**src/hdl/tlne_pkg.sv**
```systemverilog
package tlne_pkg;

  // Characters the escaper emits itself or matches on
  localparam logic [7:0] CH_BSLASH  = 8'h5C;
  localparam logic [7:0] CH_PERCENT = 8'h25;
  localparam logic [7:0] CH_DOT     = 8'h2E;
  localparam logic [7:0] CH_COLON   = 8'h3A;
  localparam logic [7:0] CH_USCORE  = 8'h5F;

  // One job: the results caused by one input item.
  // cnt == 0 is a marker-only job.
  typedef struct packed {
    logic [3:0][7:0] bytes;  // bytes[0] goes out first
    logic [2:0]      cnt;
    logic            pct;    // percent-encode each byte as %hh
    logic            last;   // item ended the name
    logic            bad;    // UTF-8 error marker
  } job_t;

  typedef enum logic [1:0] {
    PH_PERCENT,
    PH_HI,
    PH_LO
  } pct_phase_t;

  function automatic logic [7:0] hex_digit(input logic [3:0] v);
    return (v < 4'd10) ? (8'h30 + {4'd0, v}) : (8'h61 + {4'd0, v} - 8'd10);
  endfunction

  function automatic logic ascii_plain(input logic [7:0] b);
    return (b == CH_COLON) || (b == CH_USCORE) ||
           (b >= 8'h41 && b <= 8'h5A) || (b >= 8'h61 && b <= 8'h7A) ||
           (b >= 8'h30 && b <= 8'h39);
  endfunction

  function automatic logic escaped_punct(input logic [7:0] b);
    logic r;
    case (b) inside
      8'h7E, 8'h2E, 8'h2D, 8'h21, 8'h24, 8'h26, 8'h27, 8'h28, 8'h29, 8'h2A,
      8'h2B, 8'h2C, 8'h3B, 8'h3D, 8'h2F, 8'h3F, 8'h23, 8'h40, 8'h25: r = 1'b1;
      default: r = 1'b0;
    endcase
    return r;
  endfunction

  function automatic logic base_range(input logic [20:0] c);
    return (c >= 21'h000C0 && c <= 21'h000D6) || (c >= 21'h000D8 && c <= 21'h000F6) ||
           (c >= 21'h000F8 && c <= 21'h002FF) || (c >= 21'h00370 && c <= 21'h0037D) ||
           (c >= 21'h0037F && c <= 21'h01FFF) || (c >= 21'h0200C && c <= 21'h0200D) ||
           (c >= 21'h02070 && c <= 21'h0218F) || (c >= 21'h02C00 && c <= 21'h02FEF) ||
           (c >= 21'h03001 && c <= 21'h0D7FF) || (c >= 21'h0F900 && c <= 21'h0FDCF) ||
           (c >= 21'h0FDF0 && c <= 21'h0FFFD) || (c >= 21'h10000 && c <= 21'hEFFFF);
  endfunction

  function automatic logic combining_range(input logic [20:0] c);
    return (c == 21'h000B7) || (c >= 21'h00300 && c <= 21'h0036F) ||
           (c >= 21'h0203F && c <= 21'h02040);
  endfunction

endpackage

```
**src/hdl/tlne_front.sv**
```systemverilog
module tlne_front (
  input  logic              clk,
  input  logic              rst,
  input  logic [7:0]        in_byte,
  input  logic              name_last,
  input  logic              accept,
  output tlne_pkg::job_t    job,
  output logic              job_push
);

  logic        at_start, at_start_next;
  logic [1:0]  owed, owed_next;
  logic [2:0]  seq_len, seq_len_next;
  logic [20:0] acc, acc_next;
  logic        lead_first, lead_first_next;
  logic        dropping, dropping_next;
  logic [7:0]  held [4];

  logic        held_we;
  logic [1:0]  held_idx;
  logic [20:0] acc_cont;
  logic [1:0]  owed_dec;
  logic [2:0]  lead_len;
  logic [7:0]  lead_mask;

  // %hh job for a code point, leading zero bytes dropped
  function automatic tlne_pkg::job_t pct_job(input logic [20:0] c);
    tlne_pkg::job_t j;
    j = '0;
    j.pct = 1'b1;
    if (c[20:16] != 5'd0) begin
      j.cnt = 3'd3;
      j.bytes[0] = {3'd0, c[20:16]};
      j.bytes[1] = c[15:8];
      j.bytes[2] = c[7:0];
    end else if (c[15:8] != 8'd0) begin
      j.cnt = 3'd2;
      j.bytes[0] = c[15:8];
      j.bytes[1] = c[7:0];
    end else if (c[7:0] != 8'd0) begin
      j.cnt = 3'd1;
      j.bytes[0] = c[7:0];
    end
    return j;
  endfunction

  always_comb begin
    job             = '0;
    at_start_next   = at_start;
    owed_next       = owed;
    seq_len_next    = seq_len;
    acc_next        = acc;
    lead_first_next = lead_first;
    dropping_next   = dropping;
    held_we         = 1'b0;
    held_idx        = 2'(seq_len - {1'b0, owed});
    acc_cont        = {acc[14:0], in_byte[5:0]};
    owed_dec        = owed - 2'd1;
    lead_len        = 3'd0;
    lead_mask       = 8'h00;

    if (dropping) begin
      // discard to name end
    end else if (owed != 2'd0) begin
      held_we   = 1'b1;
      acc_next  = acc_cont;
      owed_next = owed_dec;
      if (owed_dec == 2'd0) begin
        if (tlne_pkg::base_range(acc_cont) ||
            (!lead_first && tlne_pkg::combining_range(acc_cont))) begin
          job.cnt = seq_len;
          for (int k = 0; k < 4; k++) begin
            job.bytes[k] = (2'(k) == held_idx) ? in_byte : held[k];
          end
        end else begin
          job = pct_job(acc_cont);
        end
      end else if (name_last) begin
        job.bad = 1'b1;
      end
    end else if (!in_byte[7]) begin
      if (tlne_pkg::ascii_plain(in_byte) ||
          (in_byte == tlne_pkg::CH_DOT && !at_start && !name_last)) begin
        job.cnt      = 3'd1;
        job.bytes[0] = in_byte;
      end else if (tlne_pkg::escaped_punct(in_byte)) begin
        job.cnt      = 3'd2;
        job.bytes[0] = tlne_pkg::CH_BSLASH;
        job.bytes[1] = in_byte;
      end else begin
        job = pct_job({13'd0, in_byte});
      end
      at_start_next = 1'b0;
    end else begin
      if (in_byte[7:3] == 5'b11110) begin
        lead_len  = 3'd4;
        lead_mask = 8'h07;
      end else if (in_byte[7:4] == 4'b1110) begin
        lead_len  = 3'd3;
        lead_mask = 8'h0F;
      end else if (in_byte[7:5] == 3'b110) begin
        lead_len  = 3'd2;
        lead_mask = 8'h1F;
      end
      if (lead_len == 3'd0) begin
        job.bad       = 1'b1;
        dropping_next = 1'b1;
      end else begin
        held_we         = 1'b1;
        held_idx        = 2'd0;
        acc_next        = {13'd0, in_byte & lead_mask};
        seq_len_next    = lead_len;
        owed_next       = 2'(lead_len - 3'd1);
        lead_first_next = at_start;
        at_start_next   = 1'b0;
        if (name_last) begin
          job.bad = 1'b1;
        end
      end
    end

    job.last = name_last;
    if (name_last) begin
      at_start_next = 1'b1;
      owed_next     = 2'd0;
      seq_len_next  = 3'd0;
      acc_next      = 21'd0;
      dropping_next = 1'b0;
    end

    job_push = accept && (job.cnt != 3'd0 || name_last || job.bad);
  end

  always_ff @(posedge clk) begin
    if (rst) begin
      at_start   <= 1'b1;
      owed       <= 2'd0;
      seq_len    <= 3'd0;
      acc        <= 21'd0;
      lead_first <= 1'b0;
      dropping   <= 1'b0;
    end else if (accept) begin
      at_start   <= at_start_next;
      owed       <= owed_next;
      seq_len    <= seq_len_next;
      acc        <= acc_next;
      lead_first <= lead_first_next;
      dropping   <= dropping_next;
    end
  end

  always_ff @(posedge clk) begin
    if (accept && held_we) begin
      held[held_idx] <= in_byte;
    end
  end

endmodule

```
**src/hdl/tlne_queue.sv**
```systemverilog
module tlne_queue #(
  parameter int DEPTH = 2
) (
  input  logic           clk,
  input  logic           rst,
  input  logic           wr_en,
  input  tlne_pkg::job_t wr_data,
  output logic           full,
  input  logic           rd_en,
  output tlne_pkg::job_t rd_data,
  output logic           empty
);

  localparam int AW = (DEPTH > 1) ? $clog2(DEPTH) : 1;
  localparam int CW = $clog2(DEPTH + 1);

  tlne_pkg::job_t slots [DEPTH];
  logic [AW-1:0]  wr_ptr, rd_ptr;
  logic [CW-1:0]  count;
  logic           do_wr, do_rd;

  assign full    = (count == CW'(DEPTH));
  assign empty   = (count == '0);
  assign do_wr   = wr_en && !full;
  assign do_rd   = rd_en && !empty;
  assign rd_data = slots[rd_ptr];

  always_ff @(posedge clk) begin
    if (rst) begin
      wr_ptr <= '0;
      rd_ptr <= '0;
      count  <= '0;
    end else begin
      if (do_wr) begin
        wr_ptr <= (wr_ptr == AW'(DEPTH - 1)) ? '0 : wr_ptr + 1'b1;
      end
      if (do_rd) begin
        rd_ptr <= (rd_ptr == AW'(DEPTH - 1)) ? '0 : rd_ptr + 1'b1;
      end
      if (do_wr && !do_rd) begin
        count <= count + 1'b1;
      end else if (do_rd && !do_wr) begin
        count <= count - 1'b1;
      end
    end
  end

  always_ff @(posedge clk) begin
    if (do_wr) begin
      slots[wr_ptr] <= wr_data;
    end
  end

endmodule

```
**src/hdl/tlne_back.sv**
```systemverilog
module tlne_back (
  input  logic           clk,
  input  logic           rst,
  input  tlne_pkg::job_t q_data,
  input  logic           q_empty,
  output logic           q_pop,
  input  logic           pop,
  output logic           empty,
  output logic [7:0]     out_byte,
  output logic           has_byte,
  output logic           run_last,
  output logic           name_end,
  output logic           bad_utf8
);

  logic                 out_valid;
  logic [1:0]           bi, bi_next;
  tlne_pkg::pct_phase_t ph, ph_next;
  logic                 load;
  logic [7:0]           sel, cur_byte;
  logic                 fin;

  assign empty = !out_valid;
  assign load  = !q_empty && (!out_valid || pop);
  assign q_pop = load && fin;

  always_comb begin
    sel = q_data.bytes[bi];
    cur_byte = sel;
    if (q_data.pct) begin
      unique case (ph)
        tlne_pkg::PH_PERCENT: cur_byte = tlne_pkg::CH_PERCENT;
        tlne_pkg::PH_HI:      cur_byte = tlne_pkg::hex_digit(sel[7:4]);
        tlne_pkg::PH_LO:      cur_byte = tlne_pkg::hex_digit(sel[3:0]);
        default:              cur_byte = sel;
      endcase
    end
    fin = (q_data.cnt == 3'd0) ||
          (({1'b0, bi} == q_data.cnt - 3'd1) && (!q_data.pct || ph == tlne_pkg::PH_LO));

    bi_next = bi;
    ph_next = ph;
    if (fin) begin
      bi_next = 2'd0;
      ph_next = tlne_pkg::PH_PERCENT;
    end else if (q_data.pct) begin
      unique case (ph)
        tlne_pkg::PH_PERCENT: ph_next = tlne_pkg::PH_HI;
        tlne_pkg::PH_HI:      ph_next = tlne_pkg::PH_LO;
        default: begin
          ph_next = tlne_pkg::PH_PERCENT;
          bi_next = bi + 2'd1;
        end
      endcase
    end else begin
      bi_next = bi + 2'd1;
    end
  end

  always_ff @(posedge clk) begin
    if (rst) begin
      out_valid <= 1'b0;
      bi        <= 2'd0;
      ph        <= tlne_pkg::PH_PERCENT;
    end else begin
      if (load) begin
        out_valid <= 1'b1;
        bi        <= bi_next;
        ph        <= ph_next;
      end else if (pop) begin
        out_valid <= 1'b0;
      end
    end
  end

  always_ff @(posedge clk) begin
    if (load) begin
      has_byte <= (q_data.cnt != 3'd0);
      out_byte <= (q_data.cnt != 3'd0) ? cur_byte : 8'h00;
      run_last <= fin;
      name_end <= fin && q_data.last;
      bad_utf8 <= fin && q_data.bad;
    end
  end

endmodule

```
**src/hdl/turtle_local_name_escape.sv**
```systemverilog
// Channel   Handshake          Payload
// input     push / full        in_byte[7:0], name_last
// result    empty / pop        out_byte[7:0], has_byte, run_last, name_end, bad_utf8
//
// One input byte is taken per cycle while the job queue has room; its results
// leave one per cycle while the result register is free or popped, so a byte that
// expands (backslash: 2, %hh: up to 9) holds the back end and fills the queue.
// Reset (synchronous) empties the queue and the result register, and puts the
// decoder back at the start of a name. No clearing pass is needed.
module turtle_local_name_escape #(
  parameter int JOB_DEPTH = 2
) (
  input  logic       clk,
  input  logic       rst,
  input  logic       push,
  output logic       full,
  input  logic [7:0] in_byte,
  input  logic       name_last,
  output logic       empty,
  input  logic       pop,
  output logic [7:0] out_byte,
  output logic       has_byte,
  output logic       run_last,
  output logic       name_end,
  output logic       bad_utf8
);

  tlne_pkg::job_t fe_job, q_job;
  logic           fe_push;
  logic           accept;
  logic           q_empty, q_pop;

  // Front: UTF-8 decode and classification, one job per byte at most.
  assign accept = push && !full;

  tlne_front u_front (
    .clk      (clk),
    .rst      (rst),
    .in_byte  (in_byte),
    .name_last(name_last),
    .accept   (accept),
    .job      (fe_job),
    .job_push (fe_push)
  );

  // Short queue of jobs decouples decode from expansion.
  tlne_queue #(
    .DEPTH(JOB_DEPTH)
  ) u_queue (
    .clk    (clk),
    .rst    (rst),
    .wr_en  (fe_push),
    .wr_data(fe_job),
    .full   (full),
    .rd_en  (q_pop),
    .rd_data(q_job),
    .empty  (q_empty)
  );

  // Back: walks each job out, one item a cycle while the result is free or popped.
  tlne_back u_back (
    .clk     (clk),
    .rst     (rst),
    .q_data  (q_job),
    .q_empty (q_empty),
    .q_pop   (q_pop),
    .pop     (pop),
    .empty   (empty),
    .out_byte(out_byte),
    .has_byte(has_byte),
    .run_last(run_last),
    .name_end(name_end),
    .bad_utf8(bad_utf8)
  );

  // Error is only ever reported on a marker
  a_bad_is_marker: assert property (@(posedge clk) disable iff (rst)
    (!empty && bad_utf8) |-> !has_byte)
    else $error("bad_utf8 on a data item");

  // Name end closes the run of its byte
  a_end_closes_run: assert property (@(posedge clk) disable iff (rst)
    (!empty && name_end) |-> run_last)
    else $error("name_end without run_last");

  // A marker is always alone and last for its byte
  a_marker_last: assert property (@(posedge clk) disable iff (rst)
    (!empty && !has_byte) |-> (run_last && out_byte == 8'h00))
    else $error("marker not closing its run");

  // Queue holds back the input only when the back end has work
  a_full_busy: assert property (@(posedge clk) disable iff (rst)
    full |-> !empty)
    else $error("front stalled with idle output");

endmodule
```
**config.mk**
```make
export PLATFORM = sky130hd
export DESIGN_NAME = turtle_local_name_escape
export DESIGN_NICKNAME = d
export VERILOG_FILES = /design/src/hdl/tlne_pkg.sv /design/src/hdl/tlne_front.sv /design/src/hdl/tlne_queue.sv /design/src/hdl/tlne_back.sv /design/src/hdl/turtle_local_name_escape.sv
export SDC_FILE = /design/constraint.sdc
export NUM_CORES = 1
export LEC_CHECK = 0
export BUFFER_PORTS_ARGS = -buffer_cell sky130_fd_sc_hd__buf_2
export CORE_UTILIZATION = 62
export DETAILED_ROUTE_END_ITERATION = 10
export PLACE_DENSITY = 0.8
export SLEW_MARGIN = 10
export SYNTH_ARGS = -nofsm -noshare
export SYNTH_HDL_FRONTEND = slang
export SYNTH_SLANG_ARGS = --single-unit
```
**constraint.sdc**
```tcl
create_clock -name clk -period 5.2 [get_ports clk]
set_clock_uncertainty 0.05 [all_clocks]
set_input_delay 0.26 -clock clk [delete_from_list [all_inputs] [get_ports clk]]
set_output_delay 0.26 -clock clk [all_outputs]
set_load 0.02 [all_outputs]
```
==> Word-level counts from Yosys, hierarchy flattened <==
Memories as Yosys holds them, arrays and structs flattened. A register that Yosys moved wholly into a read port is not among the register bits.
Index checks and enable logic that the tools add are counted.
{ "word_totals": {"reg_bits": 44, "ramBits": 108, "inputBits": 13, "output_inout_bits": 14, "n_memories": 2} }
{ "mem_list": {"columns": ["memory", "words", "width", "read_ports", "rd_clocked_by_memory_dff", "write_ports", "line", "rtl"], "rows": [
  ["u_queue.slots", 2, 38, 1, 1, 1, "tlne_queue.sv:17", "tlne_pkg::job_t slots [DEPTH];"],
  ["u_front.held", 4, 8, 4, 0, 1, "tlne_front.sv:17", "logic [7:0] held [4];"]
]} }
{ "op_classes": {"n_addsub": 15, "n_lt_le_gt_ge": 37, "eq_ne": 38, "mux": 99, "n_bitwise": 4, "n_reduce_logical": 91} }
{ "ops": {"columns": ["cell", "count"], "rows": [
  ["$eq A8 B6 Y1 const B", 18],
  ["$mux W8", 15],
  ["$ge A21 B14 Y1 const B", 5],
  ["$le A21 B14 Y1 const B", 4],
  ["$mux W38", 2],
  ["$mux W15", 5],
  ["$ge A21 B10 Y1 const B", 3],
  ["$ge A21 B8 Y1 const B", 3],
  ["$le A21 B10 Y1 const B", 3],
  ["$le A21 B16 Y1 const B", 3],
  ["$ge A21 B16 Y1 const B", 2],
  ["$le A21 B8 Y1 const B", 2],
  ["$mux W3", 13],
  ["$mux W37", 1],
  ["$mux W35", 1],
  ["$mux W2", 17],
  ["$mux W1", 33],
  ["$mux W11", 3],
  ["$logic_and A1 B1 Y1", 32],
  ["$eq A8 B7 Y1 const B", 3],
  ["$logic_or A1 B1 Y1", 24],
  ["$pmux W8 S3", 1],
  ["$reduce_bool A8 Y1", 3],
  ["$eq A21 B8 Y1 const B", 1],
  ["other kinds (49)", 87]
]} }

==> Depth between registers and ports, before layout <==
Gate-level depths: netlist of run 1.
{ "logic_depth": {"depth_word": 27, "ltp_mapped": 16} }

==> Hierarchy <==
Synthesis of run 1 repeated with hierarchy kept, for this count alone.
{ "unflattened": {"cells_unflattened": 798, "hier_area_um2": 8579.5} }
{ "by_module_without_submodules": {"columns": ["module", "instances", "cells_per_inst", "area_each_um2"], "rows": [
  ["tlne_front", 1, 525, 4319.1],
  ["tlne_queue", 1, 143, 2955.3],
  ["tlne_back", 1, 129, 1291.2],
  ["turtle_local_name_escape", 1, 1, 13.8]
]} }

==> Worst setup path before layout of run 1 <==
No wires, ideal clock.
{ "synth_timing": {"path_kind": "register to register", "start": "reg u_front.acc[3]", "end": "mem u_queue.slots[0][0] in the netlist's numbering, enable pin", "arrival_ns": 4.286, "required_time_ns": 4.720, "setup_slack_ns": 0.434, "path_stages_with_launch": 10, "n_path_buf": 1, "period_less_slack_ns": 4.766, "cell_sequence": "dfxtp_1 or4_4 or4_1 a2111oi_0 a2111oi_0 o211a_1 buf_6 o311a_4 and2_4 a211oi_2"} }
{ "synth_between": {"elab_chain_cells": 25} }
{ "synth_lines": {"columns": ["item", "line", "rtl"], "rows": [
  ["start: declaration", "tlne_front.sv:14", "logic [20:0] acc, acc_next;"],
  ["start signal: assignment", "tlne_front.sv:146", "acc <= acc_next;"],
  ["$ge A21 B8 Y1 or $le A21 B8 Y1 (tied branches)", "tlne_pkg.sv:47", "return (c >= 21'h000C0 && c <= 21'h000D6) || (c >= 21'h000D8 && c <= 21'h000F6) ||"],
  ["$logic_and A1 B1 Y1", "tlne_pkg.sv:47", null],
  ["$logic_or A1 B1 Y1 (2 in a row)", "tlne_pkg.sv:47", null],
  ["$logic_or A1 B1 Y1 (2 in a row)", "tlne_pkg.sv:48", "(c >= 21'h000F8 && c <= 21'h002FF) || (c >= 21'h00370 && c <= 21'h0037D) ||"],
  ["$logic_or A1 B1 Y1 (2 in a row)", "tlne_pkg.sv:49", "(c >= 21'h0037F && c <= 21'h01FFF) || (c >= 21'h0200C && c <= 21'h0200D) ||"],
  ["$logic_or A1 B1 Y1 (2 in a row)", "tlne_pkg.sv:50", "(c >= 21'h02070 && c <= 21'h0218F) || (c >= 21'h02C00 && c <= 21'h02FEF) ||"],
  ["$logic_or A1 B1 Y1 (2 in a row)", "tlne_pkg.sv:51", "(c >= 21'h03001 && c <= 21'h0D7FF) || (c >= 21'h0F900 && c <= 21'h0FDCF) ||"],
  ["$logic_or A1 B1 Y1", "tlne_pkg.sv:52", "(c >= 21'h0FDF0 && c <= 21'h0FFFD) || (c >= 21'h10000 && c <= 21'hEFFFF);"],
  ["[... 3 more ...]", null, null],
  ["$mux W38 (*)", "tlne_front.sv:64", "end else if (owed != 2'd0) begin"],
  ["$mux W38 (*)", "tlne_front.sv:62", "if (dropping) begin"],
  ["$reduce_bool A3 Y1 (*)", "tlne_front.sv:131", "job_push = accept && (job.cnt != 3'd0 || name_last || job.bad);"],
  ["$logic_or A1 B1 Y1 (*) (2 in a row)", "tlne_front.sv:131", null],
  ["$logic_and A1 B1 Y1 (*)", "tlne_front.sv:131", null],
  ["$logic_and A1 B1 Y1 (*)", "tlne_queue.sv:24", "assign do_wr = wr_en && !full;"],
  ["$mux W1 (*)", "tlne_queue.sv:49", "if (do_wr) begin"],
  ["$mux W1 (not written as such) (*)", "tlne_queue.sv:50", "slots[wr_ptr] <= wr_data;"],
  ["end: declaration", "tlne_queue.sv:17", null]
]} }
Mark *: on every way between the ends. The rest lies on a longest branch, timed or not.

==> Worst setup path in the final report of run 1 <==
{ "layout_timing": {"start": "reg u_front.acc[4]", "end": "mem u_queue.slots[0][23] in the netlist's numbering, enable pin"} }
Same word-level chain as after synthesis.

==> results.tsv, run 1 <==
stage	metric	value	unit
timing	Final Max Slew Viols	0	
routing	Final Routed Wirelength	22000	um
yosys	Compound-Gate Fraction of Synth Area	0.154	
setup_path	worst path bufs/invs	1	
grt	vias in the first global route	5869	
setup_path	CP Data Arrival Time	4.11	ns
worst_hold_path	WHS Endpoint	u_back.out_valid	
run_status	run status	complete, no violations	
routing	drt wl/cell	23.8	um
clock_network	Post-CTS Hold Fix Bufs	0	
final_layout	Design Area, Final	8770	um2
yosys	Avg Inst Size Synth	10.8	um2
clock_network	clk buf depth	2	
timing	worst slew pin tran	1.21	ns
yosys	#FFs+latches synth	153	
yosys	top-area cell type share of the netlist area	0.452	
routing	DRT iter0 DRCs	957	
yosys	simple-gate share of the synthesized area	0.159	
placement	RD Place Congestion	1.04	
floorplan	Core ar.	12600	um2
grt	global route overflow	0	
power_and_ir_drop	Power Total	4230	uW
final_layout	Area growth syn-to-layout	9.91	%
clock_network	Post-CTS Setup Inserts	0	
power_and_ir_drop	Power Dens Cells	482	nW/um2
grt	initial antenna violation count	0	
power_and_ir_drop	Net Sw Frac	0.353	
grt	global-route wire length before repair	34000	um
setup_path	R2R cell count	9	
power_and_ir_drop	Sw Pwr	1490	uW
yosys	cell count after synthesis	740	
yosys	register area share after synthesis	0.534	
setup_path	CP Class	flip-flop to flip-flop	
setup_path	slowest CP cell	or4_4	
yosys	number of synthesized flops with an enable pin	120	
floorplan	DIE WIDTH	115	um
yosys	combinational family with the most area after synthesis	simple AND/OR/NAND/NOR gates	
power_and_ir_drop	internal power	2740	uW
floorplan	Starting Density	0.635	
clock_network	TritonCTS clock tree	yes	
setup_path	Worst R2R Start	u_front.acc[4]	
timing	RSZ-0062 raised after global routing	false	
yosys	largest area contributor in the netlist	edfxtp_1	
clock_network	PostCTS Resize Cnt	0	
power_and_ir_drop	Seq pwr share	0.406	
setup_path	CP Capture Type	flip-flop	
placement	HPWL Detailed	15100	um
setup_path	CP required	5.21	ns
clock_network	TritonCTS buffer count	17	
final_layout	Storage cell area	4260	um2
routing	Antenna Nets Post-Route	0	
yosys	Synth Cell Area	7980	um2
routing	vias per cell	6.82	
yosys	Async S/R FF share, synth	0	
yosys	Yosys Warn Count	0	
clock_network	clock sink count	153	
routing	# DRC	0	
timing	post-layout minimum cycle time	4.10	ns
timing	headroom to the max-slew limit	0.184	
timing	final hold violations	0	
setup_path	CP max stage delay	0.62	ns
setup_path	crit-path max FO	38	
worst_hold_path	hold path depth	3	
yosys	adder-cell share of the synthesized area	0.0110	
grt	largest net degree at the start of global routing	39	
final_layout	diodes inserted	0	
setup_path	delay-heaviest family, CP	compound AO/OA/AOI/OAI gates	
final_layout	layout cells sized above 1	0.131	
power_and_ir_drop	logic gate share of total power	0.312	
yosys	syn_nets	760	
yosys	top_reg_cell synth	edfxtp_1	
setup_path	Worst setup SP type	flip-flop	
setup_path	worst reg2reg path endpoint	u_queue.slots[0][23]	
floorplan	die area	13300	um2
setup_path	worst reg2reg setup slack	1.10	ns
power_and_ir_drop	Peak VDD IR	0.218	mV
floorplan	Cell Rows	41	
routing	Via Count	6319	
power_and_ir_drop	LEAKAGE	0.00300	uW
placement	input/output buffers	26	
final_layout	final net count	761	
setup_path	Most common cell on crit path	a2111oi_0	
yosys	synth top area cells	edfxtp_1, dfxtp_1, mux4_2	
clock_network	Worst-Skew Late Latency	0.43	ns
placement	dpl cell area	8200	um2
floorplan	I/O pin count	27	
power_and_ir_drop	Clock power frac	0.282	
final_layout	Fill cells	914	
grt	Global Route Usage Sum	0.352	
yosys	Post-Synth XOR/XNOR Area	0.0121	
clock_network	Worst-path clk slew	0.06	ns
floorplan	Die Y	115	um
setup_path	crit path cell chain	or4_4 -> or4_1 -> a2111oi_0 -> a2111oi_0 -> o211a_1 -> o311a_4 -> and2_4 -> a211oi_4 -> buf_4	
timing	Final setup viols	0	
timing	post-route clock period utilization	0.789	
timing	Max Fclk	244	MHz
job	Max Cap Viol	0	
final_layout	area occupied by multi-input gates	3440	um2
routing	DRT Pass-1 Iters	6	
clock_network	# H-tree levels	4	
yosys	mux contribution to synthesized area	0.0930	
worst_hold_path	hold path start	pop	
timing	setup TNS	0	ns
worst_hold_path	worst min path class	input port to flip-flop	
clock_network	CTS Root Cell	clkbuf_16	
yosys	Synth cell types	71	
[metal layers]
metal	wire [um]	global-route usage	up-vias
li1	-	-	2818
met1	8540	0.454	3054
met2	10800	0.587	369
met3	1750	0.0601	78
met4	868	0.156	0
met5	0	0	-
[cell usage after synthesis, types with 9 or more instances]
master,count
dfxtp_1,33
a21oi_1,62
nand2b_1,15
nor4_1,12
edfxtp_1,120
or3_1,10
nor2_1,88
o31ai_1,9
a22oi_1,15
nand4_1,9
mux4_2,16
and2_1,10
mux2i_1,28
inv_1,21
clkbuf_1,45
nor3_1,12
o21ai_0,23
nand3_1,17
nand2_1,48
[state kept, by name, indices dropped and copies added, names as in the netlist, named ones only]
| signal | flops |
|---|---|
| u_queue.slots | 76 |
| u_front.held | 32 |
| u_front.acc | 15 |
| u_back.out_byte | 8 |
| u_front.seq_len | 3 |
| u_back.bi | 2 |
| u_back.ph | 2 |
| u_front.owed | 2 |
| u_queue.count | 2 |
| u_back.bad_utf8 | 1 |
| u_back.has_byte | 1 |
| u_back.name_end | 1 |
| u_back.out_valid | 1 |
| u_back.run_last | 1 |
| u_front.at_start | 1 |
| u_front.dropping | 1 |
| u_front.lead_first | 1 |
| u_queue.rd_ptr | 1 |
| u_queue.wr_ptr | 1 |
[kinds of logic (layout without fill, tap and decap cells)]
family / after synthesis / after routing
xor+xnor: 11 / 11
flops: 153 / 153
mux: 53 / 53
buf+inv: 75 / 89
compound gates: 186 / 186
fa+ha+maj: 7 / 7
simple gates: 255 / 255
[power by group through the flow]
stage          sequential [uW]  combinational (uW)  clock [uW]
2_1_floorplan             1740                 906           0
3_3_place_gp              1720                1250           0
3_5_place_dp              1740                1270           0
4_1_cts                   1720                1300        1200
5_1_grt                   1740                1430        1250
6_report                  1720                1320        1190
[area by class of cell]
class | count | area share
Multi-Input combinational cell | 512 | 0.392
Clock buffer | 18 | 0.0489
Clock inverter | 14 | 0.0157
Sequential cell | 153 | 0.486
Tap cell | 172 | 0.0245
Timing Repair Buffer | 36 | 0.0234
Inverter | 21 | 0.00899
[through the flow]
stage | util | setup slack, ns | hold slack [ns] | instances
global route | 0.698 | 0.962 | 0.0986 | 926
floorplan | - | 0.434 | 0.309 | 740
finish | 0.698 | 1.10 | 0.0785 | 926
CTS | 0.698 | 1.10 | 0.0719 | 926
detailed placement | 0.653 | 1.06 | 0.443 | 894
global placement | 0.653 | 1.16 | 0.430 | 894
[worst register-to-register path, delay by kind of cell, from the launching register on]
family | cells | cell delay (ns)
AOI/OAI and AO/OA | 5 | 1.37
buffers and inverters | 1 | 0.46
DFF | 1 | 0.48
and+or+nand+nor | 3 | 1.36
[placed cells by master, fill, tap and decap left out, types with 4 or more instances in the layout]
cell	instances
edfxtp_1	120
nor2_1	88
a21oi_1	61
nand2_1	48
dfxtp_1	33
mux2i_1	28
buf_2	26
o21ai_0	23
inv_1	21
nand3_1	17
clkbuf_16	17
mux4_2	16
nand2b_1	15
a22oi_1	15
nor4_1	12
nor3_1	12
and2_1	10
or3_1	10
buf_4	10
o31ai_1	9
nand4_1	9
a31oi_1	8
mux2_2	8
ha_1	7
o21a_1	6
xor2_1	6
and3_1	5
xnor2_1	5
o2111ai_1	5
nand4b_1	5
o21ai_1	5
o211ai_1	5
a21o_1	5
nor2b_1	4
a211oi_1	4
o21bai_1	4
inv_6	4
[worst max-delay path by stage]
stage	start	to	slack (ns)	cells after the start
finish	u_front.acc[4]	u_queue.slots[0][23]	1.10	9
CTS	u_front.acc[4]	u_queue.slots[0][18]	1.10	9
floorplan	u_front.acc[3]	u_queue.slots[0][0]	0.43	9
detailed placement	in_byte[3]	u_queue.slots[0][35]	1.06	10
global route	u_front.acc[4]	u_queue.slots[0][7]	0.96	9
global placement	in_byte[3]	u_queue.slots[0][26]	1.16	10
Power figures use the tool's default switching activity.
==> run 2: changes to the inputs <==
--- a/config.mk
+++ b/config.mk
@@ -6,9 +6,9 @@
 export NUM_CORES = 1
 export LEC_CHECK = 0
 export BUFFER_PORTS_ARGS = -buffer_cell sky130_fd_sc_hd__buf_2
-export CORE_UTILIZATION = 62
+export CORE_UTILIZATION = 56
 export DETAILED_ROUTE_END_ITERATION = 10
-export PLACE_DENSITY = 0.8
+export PLACE_DENSITY = 0.76
 export SLEW_MARGIN = 10
 export SYNTH_ARGS = -nofsm -noshare
 export SYNTH_HDL_FRONTEND = slang
==> constraint.sdc (replaced) <==
create_clock -name clk -period 3.4 [get_ports clk]
set_clock_uncertainty 0.05 [all_clocks]
set_input_delay 0.17 -clock clk [delete_from_list [all_inputs] [get_ports clk]]
set_output_delay 0.17 -clock clk [all_outputs]
set_load 0.02 [all_outputs]
==> results.tsv, run 2 (synthesized netlist as in run 1, its figures left out) <==
stage	metric	value	unit	change
run_status	violated checks	setup timing		
floorplan	Starting Density	0.575		-0.0600
clock_network	clk buf depth	2		unchanged
placement	RD Place Congestion	0.995		-4.7%
worst_hold_path	worst min path class	input port to flip-flop		
setup_path	CP Data Arrival Time	3.75	ns	-0.36 ns
floorplan	Cell Rows	43		+4.9%
final_layout	Area growth syn-to-layout	23.9	%	
clock_network	# H-tree levels	4		unchanged
clock_network	TritonCTS clock tree	yes		
setup_path	CP required	3.48	ns	-1.73 ns
clock_network	clock sink count	153		unchanged
timing	post-layout minimum cycle time	3.67	ns	-0.430 ns
floorplan	die area	14700	um2	+11%
power_and_ir_drop	Power Total	7230	uW	+71%
placement	dpl ws	-0.240	ns	-1.30 ns
grt	largest net degree at the start of global routing	36		-7.7%
timing	RSZ-0062 raised after global routing	true		
clock_network	CTS Root Cell	clkbuf_16		
timing	Final Max Slew Viols	0		unchanged
floorplan	Core ar.	13900	um2	+10%
setup_path	Worst setup SP type	flip-flop		
setup_path	crit-path max FO	10		-74%
setup_path	worst reg2reg setup slack	-0.27	ns	-1.37 ns
timing	post-route clock period utilization	1.08		+0.291
final_layout	final core utilization	0.712		+0.0142
timing	headroom to the max-slew limit	0.503		+0.319
routing	vias per cell	6.62		-3.0%
final_layout	max reg flops	76		unchanged
placement	HPWL Detailed	15500	um	+3.0%
final_layout	Most flops, register	u_queue.slots		
placement	input/output buffers	26		unchanged
setup_path	CP max stage delay	0.53	ns	-0.09 ns
power_and_ir_drop	Power Dens Cells	731	nW/um2	+52%
setup_path	Most common cell on crit path	buf_6		
worst_hold_path	WHS Endpoint	u_front.held[3][0]		
clock_network	Worst-path clk slew	0.06	ns	about the same
setup_path	slowest CP cell	or4_4		
grt	vias in the first global route	6439		+9.7%
routing	Antenna Nets Post-Route	0		unchanged
power_and_ir_drop	LEAKAGE	0.00359	uW	+20%
setup_path	crit path cell chain	or4_4 -> or4_4 -> a2111oi_4 -> a2111oi_2 -> o211a_1 -> buf_6 -> o311a_4 -> and2_4 -> buf_6 -> a211oi_4 -> buf_6 -> buf_12 -> buf_16		
timing	Final setup viols	84		+84
final_layout	Post-Layout Cell Count	1024		+11%
run_status	run status	complete, but fails checks		
routing	DRT Pass-1 Iters	6		unchanged
routing	Via Count	6779		+7.3%
grt	global-route wire length before repair	35100	um	+3.1%
final_layout	top flop regs	u_queue.slots: 76 flops, u_front.held: 32 flops, u_front.acc: 15 flops		
final_layout	diodes inserted	0		unchanged
setup_path	Worst R2R Start	u_front.acc[6]		
timing	worst slew pin tran	0.743	ns	-0.472 ns
grt	global route overflow	0		unchanged
setup_path	worst reg2reg path endpoint	u_queue.slots[0][19]		
clock_network	TritonCTS buffer count	17		unchanged
timing	Setup WS post-layout	-0.272	ns	-1.37 ns
grt	initial antenna violation count	0		unchanged
timing	Max Fclk	272	MHz	+12%
floorplan	I/O pin count	27		unchanged
setup_path	CP Capture Type	flip-flop		
worst_hold_path	hold path depth	2		-1
final_layout	final net count	851		+12%
routing	DRT iter0 DRCs	702		-27%
clock_network	Worst-Skew Late Latency	0.43	ns	about the same
routing	Final Routed Wirelength	23400	um	+6.4%
placement	dpl cells	975		+9.1%
routing	# DRC	0		unchanged
final_layout	layout cells sized above 1	0.233		+0.102
floorplan	Die Y	121	um	+5.1%
timing	final hold violations	0		unchanged
final_layout	commonest non-fill, non-tap cell in the layout	edfxtp_1		
job	Max Cap Viol	0		unchanged
setup_path	CP Class	flip-flop to flip-flop		
grt	Global Route Usage Sum	0.322		-0.0298
power_and_ir_drop	Peak VDD IR	0.365	mV	+68%
final_layout	commonest non-fill, non-tap cells in the layout	edfxtp_1, nor2_1, buf_4, a21oi_1, nand2_1		
floorplan	DIE WIDTH	121	um	+5.1%
routing	drt wl/cell	22.9	um	-3.8%
worst_hold_path	hold path start	in_byte[0]		
setup_path	R2R cell count	13		+4
## run 2: cell count changes in the layout (fill, tap and decap cells not counted), moves of 3 or more
| cell | previous run | this run |
|---|---|---|
| buf_12 | 0 | 5 |
| buf_16 | 0 | 6 |
| buf_4 | 10 | 79 |
| buf_6 | 0 | 4 |
| bufinv_16 | 1 | 6 |
| clkbuf_16 | 17 | 20 |
| inv_8 | 3 | 0 |
## run 2: how the worst max path moves through the flow
stage,startpoint,end,depth (start not counted)
2_1_floorplan,u_front.acc[6],u_queue.slots[0][0],9
3_3_place_gp,u_front.acc[6],u_queue.count[1],12
3_5_place_dp,in_byte[2],u_queue.slots[0][27],12
4_1_cts,u_front.acc[6],u_queue.slots[1][36],12
5_1_grt,u_front.acc[6],u_queue.slots[0][24],13
6_report,u_front.acc[6],u_queue.slots[0][19],13
## run 2: timing repair
action | in CTS | in global routing
hold buffers | 2 | 0
hold endpoints to repair | 2 | 0
cloned | 6 | 4
endpoints found under the setup margin | 82 | 100
gates resized for setup | 20 | 8
buffers inserted | 6 | 0
pin swaps | 2 | 0
## run 2: through the flow
| step | instance area, um2 | hold slack, ns | TNS, ns |
|---|---|---|---|
| final | 9880 | 0.0942 | -17.09 |
| after detailed placement | 8820 | 0.373 | -19.06 |
| after CTS | 9790 | 0.0900 | -11.73 |
| after floorplan | 8000 | 0.219 | -47.23 |
| after global routing | 9880 | 0.114 | -23.02 |
| after global placement | 8820 | 0.376 | -11.87 |
## run 2: final cells by class
cell class	count	area, um2
multi-input combinational	512	3500
inverter	21	78.8
clock buffer	18	429
fill	968	4000
sequential	153	4270
clock inverter	14	240
tap	180	225
timing repair buffer	126	1140
## run 2: power breakdown
group | leakage (uW) | internal, uW | total (uW) | switching (uW)
Clock | 0.000323 | 1380 | 2160 | 780
Combinational | 0.00187 | 1040 | 2470 | 1430
Sequential | 0.00140 | 2440 | 2590 | 154
Total | 0.00359 | 4860 | 7230 | 2360
## run 2: critical path: cells and delay by family (launching register included)
| kind | cells | cell delay, ns |
|---|---|---|
| buffers and inverters | 5 | 0.66 |
| AOI/OAI and AO/OA | 5 | 1.20 |
| DFF | 1 | 0.32 |
| and+or+nand+nor | 3 | 1.13 |
## run 2: layer usage
layer  part of all wire  vias up  track usage
li1                   -     2999            -
met1               0.39     3272        0.394
met2               0.51      440        0.556
met3              0.075       68       0.0634
met4              0.030        0        0.131
met5                  0        -            0
==> run 3: changes to the inputs <==
--- a/config.mk
+++ b/config.mk
@@ -9,6 +9,7 @@
 export CORE_UTILIZATION = 56
 export DETAILED_ROUTE_END_ITERATION = 10
 export PLACE_DENSITY = 0.76
+export SKIP_CTS_REPAIR_TIMING = 1
 export SLEW_MARGIN = 10
 export SYNTH_ARGS = -nofsm -noshare
 export SYNTH_HDL_FRONTEND = slang
==> results.tsv, run 3 (synthesized netlist as in run 1, its figures left out) <==
stage	metric	value	unit	change
run_status	run status	complete, but fails checks		
run_status	violated checks	setup timing		
setup_path	CP Data Arrival Time	3.74	ns	about the same
power_and_ir_drop	Power Total	7120	uW	-1.4%
worst_hold_path	hold path start	in_byte[0]		
setup_path	Worst R2R Start	u_front.acc[6]		
floorplan	Starting Density	0.575		unchanged
worst_hold_path	WHS Endpoint	u_front.held[3][0]		
final_layout	layout cells sized above 1	0.230		-0.00338
worst_hold_path	hold path depth	2		unchanged
placement	dpl ws	-0.240	ns	unchanged
floorplan	die area	14700	um2	unchanged
power_and_ir_drop	Power Dens Cells	729	nW/um2	-0.35%
final_layout	Design Area, Final	9780	um2	-1.1%
setup_path	CP Class	flip-flop to flip-flop		
floorplan	Die Y	121	um	unchanged
clock_network	# H-tree levels	4		unchanged
routing	drt wl/cell	22.3	um	-2.3%
setup_path	worst reg2reg setup slack	-0.26	ns	about the same
routing	DRT Pass-1 Iters	5		-1
setup_path	crit-path max FO	10		unchanged
setup_path	worst path bufs/invs	5		unchanged
timing	final hold violations	0		unchanged
final_layout	max reg flops	76		unchanged
clock_network	Worst-Skew Late Latency	0.43	ns	about the same
timing	Final Max Slew Viols	0		unchanged
timing	Final setup viols	84		unchanged
clock_network	CTS Root Cell	clkbuf_16		
setup_path	worst reg2reg path endpoint	u_queue.slots[0][19]		
clock_network	clock sink count	153		unchanged
routing	# DRC	0		unchanged
routing	Antenna Nets Post-Route	0		unchanged
final_layout	Area growth syn-to-layout	22.5	%	
power_and_ir_drop	Peak VDD IR	0.385	mV	+5.5%
routing	vias per cell	6.53		-1.4%
clock_network	TritonCTS clock tree	yes		
timing	post-layout minimum cycle time	3.66	ns	-0.0147 ns
final_layout	Most flops, register	u_queue.slots		
setup_path	slowest CP cell	or4_4		
routing	Via Count	6653		-1.9%
grt	global route overflow	0		unchanged
setup_path	delay-heaviest family, CP	compound AO/OA/AOI/OAI gates		
final_layout	diodes inserted	0		unchanged
floorplan	DIE WIDTH	121	um	unchanged
clock_network	Worst-path clk slew	0.06	ns	about the same
setup_path	Worst setup SP type	flip-flop		
floorplan	Cell Rows	43		unchanged
grt	vias in the first global route	6330		-1.7%
setup_path	R2R cell count	13		unchanged
placement	dpl cell area	8820	um2	unchanged
grt	global-route wire length before repair	34000	um	-3.0%
final_layout	final net count	846		-0.59%
routing	DRT iter0 DRCs	789		+12%
grt	Global Route Usage Sum	0.311		-0.0108
setup_path	crit path cell chain	or4_4 -> buf_4 -> or2_0 -> o221ai_1 -> a221oi_2 -> o211a_1 -> buf_6 -> o311a_4 -> and2_4 -> buf_6 -> a211oi_4 -> buf_6 -> clkbuf_16		
setup_path	CP Capture Type	flip-flop		
final_layout	top flop regs	u_queue.slots: 76 flops, u_front.held: 32 flops, u_front.acc: 15 flops		
grt	initial antenna violation count	0		unchanged
routing	Final Routed Wirelength	22800	um	-2.8%
clock_network	clk buf depth	2		unchanged
setup_path	Most common cell on crit path	buf_6		
final_layout	final core utilization	0.704		-0.00766
timing	post-route clock period utilization	1.08		-0.00431
timing	Max Fclk	273	MHz	+0.40%
job	Max Cap Viol	0		unchanged
floorplan	I/O pin count	27		unchanged
setup_path	Crit. Startpoint	u_front.acc[6]		
final_layout	commonest non-fill, non-tap cell in the layout	edfxtp_1		
timing	RSZ-0062 raised after global routing	true		
worst_hold_path	worst min path class	input port to flip-flop		
grt	largest net degree at the start of global routing	39		+8.3%
placement	RD Place Congestion	0.995		unchanged
timing	worst slew pin tran	0.717	ns	-0.0256 ns
power_and_ir_drop	LEAKAGE	0.00355	uW	-1.2%
final_layout	commonest non-fill, non-tap cells in the layout	edfxtp_1, nor2_1, buf_4, a21oi_1, nand2_1		
timing	headroom to the max-slew limit	0.508		+0.00523
placement	HPWL Detailed	15500	um	unchanged
setup_path	CP required	3.49	ns	about the same
timing	Setup WS post-layout	-0.257	ns	+0.0147 ns
clock_network	TritonCTS buffer count	17		unchanged
floorplan	Core ar.	13900	um2	unchanged
placement	input/output buffers	26		unchanged
setup_path	CP max stage delay	0.53	ns	about the same
[run 3: worst max-delay path by stage]
| stage | slack [ns] | endpoint | cells past startpoint |
|---|---|---|---|
| finish | -0.26 | u_queue.slots[0][19] | 13 |
| detailed placement | -0.24 | u_queue.slots[0][27] | 12 |
| global route | -0.33 | u_queue.slots[0][19] | 13 |
| global placement | -0.22 | u_queue.count[1] | 12 |
| CTS | -0.25 | u_queue.slots[1][33] | 11 |
| floorplan | -0.62 | u_queue.slots[0][0] | 9 |
[run 3: area by class of cell]
cell class,count,area [um2]
flip-flops and latches,153,4270
fillers,985,4110
multi-input cells,512,3500
repair buffers,121,1030
clock buffers,18,429
clock inverters,14,240
well taps,180,225
inverters,21,78.8
[run 3: power breakdown]
group          switching, uW  internal [uW]
registers                147           2440
logic                   1410            984
clock network            763           1380
total                   2320           4800
[run 3: worst register-to-register path: stages (launching register included)]
cell and delay (ns):
dfxtp_2 0.32, or4_4 0.53, buf_4 0.16, or2_0 0.21, o221ai_1 0.27, a221oi_2 0.13, o211a_1 0.32, buf_6 0.15
o311a_4 0.34, and2_4 0.15, buf_6 0.12, a211oi_4 0.24, buf_6 0.20, clkbuf_16 0.18
[run 3: layer usage]
metal / vias up / global-route usage / part of all wire
met5: - / 0 / 0
met4: 0 / 0.140 / 0.036
met3: 73 / 0.0639 / 0.071
met2: 349 / 0.519 / 0.50
met1: 3247 / 0.390 / 0.39
li1: 2984 / - / -
[run 3: metrics by stage]
| stage | hold slack (ns) | std cells | TNS (ns) |
|---|---|---|---|
| 6_report | 0.0981 | 1019 | -17.92 |
| 5_1_grt | 0.112 | 1019 | -25.65 |
| 4_1_cts | -0.0703 | 1007 | -19.02 |
| 3_5_place_dp | 0.373 | 975 | -19.06 |
| 3_3_place_gp | 0.376 | 975 | -11.87 |
| 2_1_floorplan | 0.219 | 740 | -47.23 |
